## config.mk

```make
export PLATFORM = sky130hd
export DESIGN_NAME = sqrt_gain_fade_core
export DESIGN_NICKNAME = d
export VERILOG_FILES = /design/src/rtl/sgf_pkg.sv /design/src/rtl/sgf_dp.sv /design/src/rtl/sgf_ctrl.sv /design/src/rtl/sqrt_gain_fade_core.sv
export SDC_FILE = /design/constraint.sdc
export NUM_CORES = 2
export LEC_CHECK = 0
export BUFFER_PORTS_ARGS = -buffer_cell sky130_fd_sc_hd__buf_4
export CORE_MARGIN = 10
export CORE_UTILIZATION = 40
export CTS_CLUSTER_SIZE = 12
export DETAILED_ROUTE_END_ITERATION = 10
export PLACE_DENSITY_LB_ADDON = 0.25
export SLEW_MARGIN = 20
export SYNTH_ARGS = -nofsm -noshare
export SYNTH_HDL_FRONTEND = slang
export SYNTH_SLANG_ARGS = --single-unit
```

## constraint.sdc

```tcl
create_clock -name clk_i -period 7.3 [get_ports clk_i]
set_clock_uncertainty 0.15 [all_clocks]
set_input_delay 1.46 -clock clk_i [delete_from_list [all_inputs] [get_ports clk_i]]
set_output_delay 1.46 -clock clk_i [all_outputs]
set_load 0.01 [all_outputs]
```

## src/rtl/sgf_pkg.sv

```systemverilog
// Shared constants, types and control codes for the square-root gain fade block.
`timescale 1ns / 1ps

package sgf_pkg;

  localparam int SAMPLE_BITS    = 24;
  localparam int GAIN_FRAC_BITS = 16;
  localparam int LEN_W          = 16;

  // Quotient m * 2^(2G) / n with m <= n is at most 2^(2G).
  localparam int DIV_STEPS  = 2 * GAIN_FRAC_BITS;
  localparam int QUOT_W     = DIV_STEPS + 1;
  // Root is at most 2^G, so G+1 result bits, one per step.
  localparam int SQRT_STEPS = GAIN_FRAC_BITS + 1;
  localparam int RAD_W      = 2 * SQRT_STEPS;
  localparam int ROOT_W     = SQRT_STEPS;
  localparam int SREM_W     = GAIN_FRAC_BITS + 2;
  localparam int PROD_W     = SAMPLE_BITS + ROOT_W + 1;
  localparam int STEP_W     = $clog2(DIV_STEPS);

  localparam int ADDR_W = 3;
  localparam int DATA_W = 32;

  localparam logic REG_FADE_LENGTH    = 1'b0;
  localparam logic REG_FADE_DIRECTION = 1'b1;

  localparam logic [LEN_W-1:0] FADE_LENGTH_RST    = 16'd1024;
  localparam logic             FADE_DIRECTION_RST = 1'b1;

  typedef enum logic [2:0] {
    ST_IDLE,
    ST_DIV,
    ST_SQRT_LOAD,
    ST_SQRT,
    ST_MUL,
    ST_FINISH
  } state_e;

  typedef struct packed {
    logic load;
    logic div_step;
    logic sqrt_load;
    logic sqrt_step;
    logic mul;
    logic out_load;
  } cmd_t;

  typedef struct packed {
    logic div_last;
    logic sqrt_last;
  } status_t;

endpackage

```

## src/rtl/sgf_dp.sv

```systemverilog
// Datapath: fade position, bit-serial divider, bit-serial square root, multiply and round.
`timescale 1ns / 1ps

module sgf_dp (
  input  logic                                 clk_i,
  input  logic                                 rst_ni,
  input  sgf_pkg::cmd_t                        cmd_i,
  output sgf_pkg::status_t                     status_o,
  input  logic signed [sgf_pkg::SAMPLE_BITS-1:0] sample_in_i,
  input  logic                                 first_i,
  input  logic [sgf_pkg::LEN_W-1:0]            fade_length_i,
  input  logic                                 fade_direction_i,
  output logic signed [sgf_pkg::SAMPLE_BITS-1:0] sample_out_o,
  output logic                                 fade_done_o
);

  localparam int G = sgf_pkg::GAIN_FRAC_BITS;
  localparam logic signed [sgf_pkg::PROD_W-1:0] HALF_LSB =
    sgf_pkg::PROD_W'(1) << (G - 1);

  logic [sgf_pkg::LEN_W-1:0]  pos_q, pos_d;
  logic [sgf_pkg::STEP_W-1:0] cnt_q, cnt_d;

  logic [sgf_pkg::LEN_W-1:0]  n_q;
  logic [sgf_pkg::LEN_W-1:0]  rem_q;
  logic [sgf_pkg::QUOT_W-1:0] quot_q;
  logic [sgf_pkg::RAD_W-1:0]  rad_q;
  logic [sgf_pkg::SREM_W-1:0] srem_q;
  logic [sgf_pkg::ROOT_W-1:0] root_q;
  logic signed [sgf_pkg::SAMPLE_BITS-1:0] sample_q;
  logic signed [sgf_pkg::PROD_W-1:0]      prod_q;
  logic done_q;
  logic signed [sgf_pkg::SAMPLE_BITS-1:0] out_sample_q;
  logic out_done_q;

  logic [sgf_pkg::LEN_W-1:0]  n_eff, k_eff, m_val;
  logic [sgf_pkg::LEN_W:0]    k_next;
  logic                       done_now, m_full;
  logic [sgf_pkg::LEN_W:0]    rem_sh, rem_sub;
  logic                       div_ge;
  logic [sgf_pkg::SREM_W+1:0] srem_ext, trial, srem_sub;
  logic                       sqrt_ge;
  logic signed [sgf_pkg::ROOT_W:0]   gain_s;
  logic signed [sgf_pkg::PROD_W-1:0] prod_rnd, prod_sh;

  // Position of this item; a stale position at or past the length restarts the fade.
  always_comb begin
    n_eff    = (fade_length_i == '0) ? sgf_pkg::LEN_W'(1) : fade_length_i;
    k_eff    = (first_i || (pos_q >= n_eff)) ? '0 : pos_q;
    k_next   = {1'b0, k_eff} + (sgf_pkg::LEN_W + 1)'(1);
    done_now = (k_next == {1'b0, n_eff});
    m_val    = fade_direction_i ? k_eff : (n_eff - k_eff);
    m_full   = (m_val == n_eff);
  end

  // One quotient bit per step.
  always_comb begin
    rem_sh  = {rem_q, 1'b0};
    rem_sub = rem_sh - {1'b0, n_q};
    div_ge  = (rem_sh >= {1'b0, n_q});
  end

  // One root bit per step, two radicand bits consumed.
  always_comb begin
    srem_ext = {srem_q, rad_q[sgf_pkg::RAD_W-1 -: 2]};
    trial    = {1'b0, root_q, 2'b01};
    srem_sub = srem_ext - trial;
    sqrt_ge  = (srem_ext >= trial);
  end

  always_comb begin
    gain_s   = $signed({1'b0, root_q});
    prod_rnd = prod_q + HALF_LSB;
    prod_sh  = prod_rnd >>> G;
  end

  always_comb begin
    pos_d = pos_q;
    if (cmd_i.load) begin
      pos_d = done_now ? '0 : k_next[sgf_pkg::LEN_W-1:0];
    end
    cnt_d = cnt_q;
    if (cmd_i.load || cmd_i.sqrt_load) begin
      cnt_d = '0;
    end else if (cmd_i.div_step || cmd_i.sqrt_step) begin
      cnt_d = cnt_q + sgf_pkg::STEP_W'(1);
    end
  end

  always_ff @(posedge clk_i or negedge rst_ni) begin
    if (!rst_ni) begin
      pos_q <= '0;
      cnt_q <= '0;
    end else begin
      pos_q <= pos_d;
      cnt_q <= cnt_d;
    end
  end

  always_ff @(posedge clk_i) begin
    if (cmd_i.load) begin
      n_q      <= n_eff;
      sample_q <= sample_in_i;
      done_q   <= done_now;
      // Integer part of m/n is 1 only when m == n; remainder is then zero.
      rem_q    <= m_full ? '0 : m_val;
      quot_q   <= sgf_pkg::QUOT_W'(m_full);
    end else if (cmd_i.div_step) begin
      rem_q  <= div_ge ? rem_sub[sgf_pkg::LEN_W-1:0] : rem_sh[sgf_pkg::LEN_W-1:0];
      quot_q <= {quot_q[sgf_pkg::QUOT_W-2:0], div_ge};
    end
    if (cmd_i.sqrt_load) begin
      rad_q  <= sgf_pkg::RAD_W'(quot_q);
      srem_q <= '0;
      root_q <= '0;
    end else if (cmd_i.sqrt_step) begin
      rad_q  <= {rad_q[sgf_pkg::RAD_W-3:0], 2'b00};
      srem_q <= sqrt_ge ? srem_sub[sgf_pkg::SREM_W-1:0] : srem_ext[sgf_pkg::SREM_W-1:0];
      root_q <= {root_q[sgf_pkg::ROOT_W-2:0], sqrt_ge};
    end
    if (cmd_i.mul) begin
      prod_q <= sample_q * gain_s;
    end
    if (cmd_i.out_load) begin
      out_sample_q <= prod_sh[sgf_pkg::SAMPLE_BITS-1:0];
      out_done_q   <= done_q;
    end
  end

  assign status_o.div_last  = (cnt_q == sgf_pkg::STEP_W'(sgf_pkg::DIV_STEPS - 1));
  assign status_o.sqrt_last = (cnt_q == sgf_pkg::STEP_W'(sgf_pkg::SQRT_STEPS - 1));
  assign sample_out_o = out_sample_q;
  assign fade_done_o  = out_done_q;

endmodule

```

## src/rtl/sgf_ctrl.sv

```systemverilog
// Controller: sequences one item through divide, square root, multiply and output.
`timescale 1ns / 1ps

module sgf_ctrl (
  input  logic              clk_i,
  input  logic              rst_ni,
  input  logic              in_valid_i,
  output logic              in_ready_o,
  output logic              out_valid_o,
  input  logic              out_ready_i,
  input  sgf_pkg::status_t  status_i,
  output sgf_pkg::cmd_t     cmd_o
);

  sgf_pkg::state_e state_q, state_d;
  logic out_valid_q, out_valid_d;

  always_comb begin
    state_d    = state_q;
    cmd_o      = '0;
    in_ready_o = 1'b0;
    case (state_q)
      sgf_pkg::ST_IDLE: begin
        in_ready_o = 1'b1;
        if (in_valid_i) begin
          cmd_o.load = 1'b1;
          state_d    = sgf_pkg::ST_DIV;
        end
      end
      sgf_pkg::ST_DIV: begin
        cmd_o.div_step = 1'b1;
        if (status_i.div_last) begin
          state_d = sgf_pkg::ST_SQRT_LOAD;
        end
      end
      sgf_pkg::ST_SQRT_LOAD: begin
        cmd_o.sqrt_load = 1'b1;
        state_d         = sgf_pkg::ST_SQRT;
      end
      sgf_pkg::ST_SQRT: begin
        cmd_o.sqrt_step = 1'b1;
        if (status_i.sqrt_last) begin
          state_d = sgf_pkg::ST_MUL;
        end
      end
      sgf_pkg::ST_MUL: begin
        cmd_o.mul = 1'b1;
        state_d   = sgf_pkg::ST_FINISH;
      end
      sgf_pkg::ST_FINISH: begin
        // Hold until the output register is free or being drained.
        if (!out_valid_q || out_ready_i) begin
          cmd_o.out_load = 1'b1;
          state_d        = sgf_pkg::ST_IDLE;
        end
      end
      default: begin
        state_d = sgf_pkg::ST_IDLE;
      end
    endcase
  end

  always_comb begin
    out_valid_d = out_valid_q;
    if (cmd_o.out_load) begin
      out_valid_d = 1'b1;
    end else if (out_ready_i) begin
      out_valid_d = 1'b0;
    end
  end

  always_ff @(posedge clk_i or negedge rst_ni) begin
    if (!rst_ni) begin
      state_q     <= sgf_pkg::ST_IDLE;
      out_valid_q <= 1'b0;
    end else begin
      state_q     <= state_d;
      out_valid_q <= out_valid_d;
    end
  end

  assign out_valid_o = out_valid_q;

  a_no_overwrite: assert property (@(posedge clk_i) disable iff (!rst_ni)
    cmd_o.out_load |-> (!out_valid_q || out_ready_i))
    else $error("result register overwritten before it was taken");

  a_busy_not_ready: assert property (@(posedge clk_i) disable iff (!rst_ni)
    (state_q != sgf_pkg::ST_IDLE) |-> !in_ready_o)
    else $error("item accepted while another is in progress");

  a_accept_no_result: assert property (@(posedge clk_i) disable iff (!rst_ni)
    (in_valid_i && in_ready_o) |=> !cmd_o.out_load)
    else $error("result produced right after accept");

  a_sqrt_to_mul: assert property (@(posedge clk_i) disable iff (!rst_ni)
    (state_q == sgf_pkg::ST_SQRT && status_i.sqrt_last) |=> (state_q == sgf_pkg::ST_MUL))
    else $error("square root did not hand over to multiply");

  a_load_clears_div: assert property (@(posedge clk_i) disable iff (!rst_ni)
    cmd_o.load |=> (state_q == sgf_pkg::ST_DIV && !status_i.div_last))
    else $error("divider step count not restarted");

endmodule

```

## src/rtl/sqrt_gain_fade_core.sv

```systemverilog
// Top level: APB configuration registers, controller and datapath of the gain fade.
`timescale 1ns / 1ps

// Square-root gain fade. Each sample is scaled by floor(sqrt(floor(m*2^32/n)))/2^16,
// with m the fade position (fade in) or n minus it (fade out), and rounded to nearest.
// One item is processed at a time, from accept to result: the accept step, the
// bit-serial divider (one quotient bit per cycle), the square-root load step, the
// bit-serial square root (one root bit per cycle), the multiply step and the
// round-and-output step. A finished result waits in the output register while the
// next item is accepted; the result stage holds only when that register is still
// full. Registers: fade_length at 0x0 (0 behaves as 1), fade_direction at 0x4
// (1 fade in, 0 fade out); write them only while the block is idle.
module sqrt_gain_fade_core (
  input  logic                                   clk_i,
  input  logic                                   rst_ni,
  input  logic                                   psel,
  input  logic                                   penable,
  input  logic                                   pwrite,
  input  logic [sgf_pkg::ADDR_W-1:0]             paddr,
  input  logic [sgf_pkg::DATA_W-1:0]             pwdata,
  output logic [sgf_pkg::DATA_W-1:0]             prdata,
  output logic                                   pready,
  input  logic                                   in_valid_i,
  output logic                                   in_ready_o,
  input  logic signed [sgf_pkg::SAMPLE_BITS-1:0] sample_in_i,
  input  logic                                   first_i,
  output logic                                   out_valid_o,
  input  logic                                   out_ready_i,
  output logic signed [sgf_pkg::SAMPLE_BITS-1:0] sample_out_o,
  output logic                                   fade_done_o
);

  logic [sgf_pkg::LEN_W-1:0] fade_length_q, fade_length_d;
  logic                      fade_direction_q, fade_direction_d;
  logic                      reg_sel;
  logic                      wr_en;

  sgf_pkg::cmd_t    cmd;
  sgf_pkg::status_t status;

  assign reg_sel = paddr[2];
  assign wr_en   = psel && penable && pwrite;
  assign pready  = 1'b1;

  always_comb begin
    fade_length_d    = fade_length_q;
    fade_direction_d = fade_direction_q;
    if (wr_en) begin
      if (reg_sel == sgf_pkg::REG_FADE_LENGTH) begin
        fade_length_d = pwdata[sgf_pkg::LEN_W-1:0];
      end else begin
        fade_direction_d = pwdata[0];
      end
    end
  end

  always_comb begin
    if (reg_sel == sgf_pkg::REG_FADE_DIRECTION) begin
      prdata = sgf_pkg::DATA_W'(fade_direction_q);
    end else begin
      prdata = sgf_pkg::DATA_W'(fade_length_q);
    end
  end

  always_ff @(posedge clk_i or negedge rst_ni) begin
    if (!rst_ni) begin
      fade_length_q    <= sgf_pkg::FADE_LENGTH_RST;
      fade_direction_q <= sgf_pkg::FADE_DIRECTION_RST;
    end else begin
      fade_length_q    <= fade_length_d;
      fade_direction_q <= fade_direction_d;
    end
  end

  sgf_ctrl u_ctrl (
    .clk_i       (clk_i),
    .rst_ni      (rst_ni),
    .in_valid_i  (in_valid_i),
    .in_ready_o  (in_ready_o),
    .out_valid_o (out_valid_o),
    .out_ready_i (out_ready_i),
    .status_i    (status),
    .cmd_o       (cmd)
  );

  sgf_dp u_dp (
    .clk_i            (clk_i),
    .rst_ni           (rst_ni),
    .cmd_i            (cmd),
    .status_o         (status),
    .sample_in_i      (sample_in_i),
    .first_i          (first_i),
    .fade_length_i    (fade_length_q),
    .fade_direction_i (fade_direction_q),
    .sample_out_o     (sample_out_o),
    .fade_done_o      (fade_done_o)
  );

endmodule
```

==> results_dict.tcl <==
set metrics [dict create \
    status "complete, no violations" \
    vias_per_cell 5.08 \
    clk_pin_slew_ns 0.06 \
    hold_slack_ns 0.310 \
    seqPwrFrac_pct 18.1 \
    synth-edff-count 141 \
    max_cap_violations 0 \
    crit_end "u_dp.prod_q[36]" \
    path_cells "buf_4 > nand2_1 > fa_1 > fa_1 > fa_1 > fa_1 > fa_1 > inv_1 > fa_1 > ha_1 > and3_1 > a221o_1 > a21oi_2 > a21oi_1 > a2111o_1 > a211oi_2 > buf_4 > o21ai_2 > buf_4 > a21oi_2 > o21bai_1 > xor2_1" \
    power_switching_uw 7570 \
    r2r-start "u_dp.sample_q[8]" \
    tightest_slew_ns 1.04 \
    grt_pass1_vias 21877 \
    clock-sinks 251 \
    worst_slack_ns 0.363 \
    p_comb_share_pct 72.1 \
    setup_viol 0 \
    place_area_sq_um 30000 \
    yosysSeqAreaShare_pct 23.9 \
    synthArstFlopShare_pct 16.7 \
    worst_ir_drop_vdd_uv 329 \
    io_pins 127 \
    cts_root_buf "clkbuf_16" \
    h-tree-depth 1 \
    critPathKind "reg -> reg" \
    clock_tree.buffer_depth 3 \
    critPathTopFamily "adder cells" \
    area_delta_synth_final_pct 11.9 \
    yosys.area.top_type "fa_1" \
    start_util_pct 40.5 \
    row_count 96 \
    p_per_area_nw_per_um2 515 \
    post-place-ws_ns -0.00628 \
    critical_path_depth 22 \
    dieHeight_um 284 \
    slew_violations 0 \
    dpl.cell_count 3953 \
    power_uw 16000 \
    clk_latency_ns 0.61 \
    final_nets 3679 \
    drt_wl_total_um 70200 \
    hpwl_um 56300 \
    drt-initial-drc-count 1176 \
    syn_area_sq_um 27800 \
    yosys_warnings 0 \
    firstDrtPassIters 5 \
    hold_buffers 0 \
    grt_usage_pct 17.6 \
    netlist_top_cells_area "fa_1 (28%), edfxtp_1 (15%), ha_1 (7.5%)" \
    wl_per_cell_um 17.5 \
    n_antenna_cell 0 \
    grt_max_degree 58 \
    fill_cells 6680 \
    slowest_stage "edfxtp_1" \
    grt_pass1_wl_um 117000 \
    r2r_slack_ns 0.36 \
    worstRegToRegCells 22 \
    slew_headroom_pct 30.6 \
    fin_cells 4012 \
    gp_congestion 0.912 \
    crit_top_cell "fa_1" \
    ys_ff_latch 251 \
    crit_path_max_fanout 8 \
    p_clk_share_pct 9.8 \
    fmax_mhz 144 \
    synth_cell_types 89 \
    stdcell_area_sq_um 31100 \
    port-buffer-count 91 \
    syn_avg_cell_area_sq_um 9.41 \
    fin_crit_sh_pct 95.0 \
    rsz0062_at_grt "false" \
    yosysTopAreaCellShare_pct 28.0 \
    p_leak_uw 0.0137 \
    end_kind "flop" \
    vias 20361 \
    drc 0 \
    p_sw_share_pct 47.3 \
    core_sq_um 68700 \
    synth_ff_type "edfxtp_1" \
    hold_viol 0 \
    intPower_uw 8450 \
    worst_setup_path_start_kind "flop" \
    synth_cells 2954 \
    gr-total-overflow 0 \
    antenna_found_initial 0 \
    slowest_delay_ns 0.56 \
    cp-startpoint "u_dp.sample_q[8]" \
    dieWidth_um 284 \
    min_period_ns 6.94 \
    cts_tree "done" \
    crit_required_ns 7.51 \
    cts_buffers 30 \
    worstPathArrival_ns 7.14 \
    final_layout_size_suffix_gt1_share_pct 12.2 \
    cp_num_buf_inv 4 \
    ant_nets 0 \
    hp-class "reg -> reg" \
    die_area_sq_um 80500 \
    worst_r2r_endpoint "u_dp.prod_q[36]" \
]
-- cell type report --
cell class / instances / area, sq um / area share (%)
clock buffer: 42 / 861 / 2.77
sequential: 251 / 6660 / 21.4
tap: 931 / 1160 / 3.75
clock inverter: 14 / 174 / 0.559
multi-input combinational: 2054 / 18700 / 60.0
timing repair buffer: 229 / 1740 / 5.58
inverter: 491 / 1840 / 5.93
-- per-stage QoR --
step / util [%] / TNS (ns)
detailed placement: 43.7 / -0.00628
CTS: 45.2 / 0
global route: 45.3 / 0
global placement: 43.7 / 0
floorplan: - / 0
finish: 45.3 / 0
-- per-layer routing --
| layer | track usage [%] | vias to the layer above | wire length [um] |
|---|---|---|---|
| met5 | 0 | - | 0 |
| met2 | 30.6 | 435 | 34500 |
| met3 | 2.43 | 111 | 3020 |
| li1 | - | 9591 | - |
| met1 | 22.6 | 10224 | 30600 |
| met4 | 4.97 | 0 | 2070 |
-- state kept, by name, summed over array words and instances (netlist names) --
signal / flops
u_dp.cnt_q: 5
u_dp.done_q: 1
u_dp.rem_q: 16
u_dp.srem_q: 18
u_dp.n_q: 16
u_ctrl.state_q: 3
u_dp.rad_q: 34
u_ctrl.out_valid_o: 1
u_dp.prod_q: 25
fade_direction_q: 1
u_dp.pos_q: 16
fade_length_q: 16
u_dp.fade_done_o: 1
u_dp.root_q: 17
u_dp.sample_out_o: 24
u_dp.sample_q: 24
u_dp.quot_q: 33
-- worst min-delay path by stage --
stage,slack [ns],endpoint,cells after the start,startpoint
final,0.31,u_dp.quot_q[17],2,u_dp.quot_q[16]
after global routing,0.33,u_dp.quot_q[7],2,u_dp.quot_q[6]
after CTS,0.32,u_dp.quot_q[17],2,u_dp.quot_q[16]
after detailed placement,0.31,u_dp.quot_q[17],2,u_dp.quot_q[16]
after global placement,0.29,u_dp.quot_q[32],2,u_dp.quot_q[32]
after floorplan,0.25,u_dp.fade_done_o,0,u_dp.done_q
-- cells in the final DEF, fill, tap and decap left out, types with 31 or more instances in the layout --
master	count
edfxtp_1	141
and2_1	165
ha_1	166
xor2_1	41
dfxtp_1	63
nand2_1	435
a21oi_1	131
clkbuf_16	31
o21ai_0	69
mux2_2	50
fa_1	389
dfrtp_1	40
inv_1	490
buf_4	227
nor2_1	112
xnor2_1	82
nand3_1	35
-- worst register-to-register path, cell delays in order, from the launching register on --
cell,delay (ns)
edfxtp_1,0.56
buf_4,0.20
nand2_1,0.07
fa_1,0.48
fa_1,0.52
fa_1,0.54
fa_1,0.52
fa_1,0.54
inv_1,0.05
fa_1,0.47
ha_1,0.35
and3_1,0.20
a221o_1,0.31
a21oi_2,0.18
a21oi_1,0.11
a2111o_1,0.45
a211oi_2,0.23
buf_4,0.16
o21ai_2,0.08
buf_4,0.16
a21oi_2,0.14
o21bai_1,0.09
xor2_1,0.15
-- cells in the mapped netlist (all sizes together), types with 12 or more instances --
cell type  instances
nand4             13
inv              491
a21oi            136
a21o              18
mux2              50
and2             172
fa               389
a211oi            13
nand2b            18
nor2b             16
nand2            436
and3              16
nor2             114
o21ai             78
buf               40
or3               12
nor3              28
xor2              41
xnor2             82
o22ai             21
dfrtp             40
edfxtp           141
nand3             37
a31oi             17
ha               166
o21a              16
dfxtp             68
clkbuf           133
-- power by group through the flow --
stage / clock network (uW) / registers [uW] / logic, uW
after floorplan: 0 / 2670 / 8950
after global placement: 0 / 2910 / 11300
after detailed placement: 0 / 2920 / 11600
after CTS: 1610 / 2900 / 11700
after global routing: 1670 / 2970 / 13400
final: 1560 / 2900 / 11600
-- repair_timing --
item / CTS / global route
setup buffers: 1 / 2
pin swaps: 0 / 3
endpoints found under the hold margin: 0 / 0
setup endpoints to repair: 4 / 6
resized for setup: 2 / 11
-- logic make-up after synthesis --
group / after synthesis / share of synthesized area [%]
and+or+nand+nor: 898 / 15.3
buffers and inverters: 664 / 9.30
adders and majority gates: 555 / 35.5
AOI/OAI and AO/OA: 396 / 9.24
DFF: 251 / 23.9
xor gates and xnor gates: 129 / 4.36
muxes: 59 / 2.35
other: 2 / 0.0270
No activity file was read; power rests on OpenSTA's default activity.
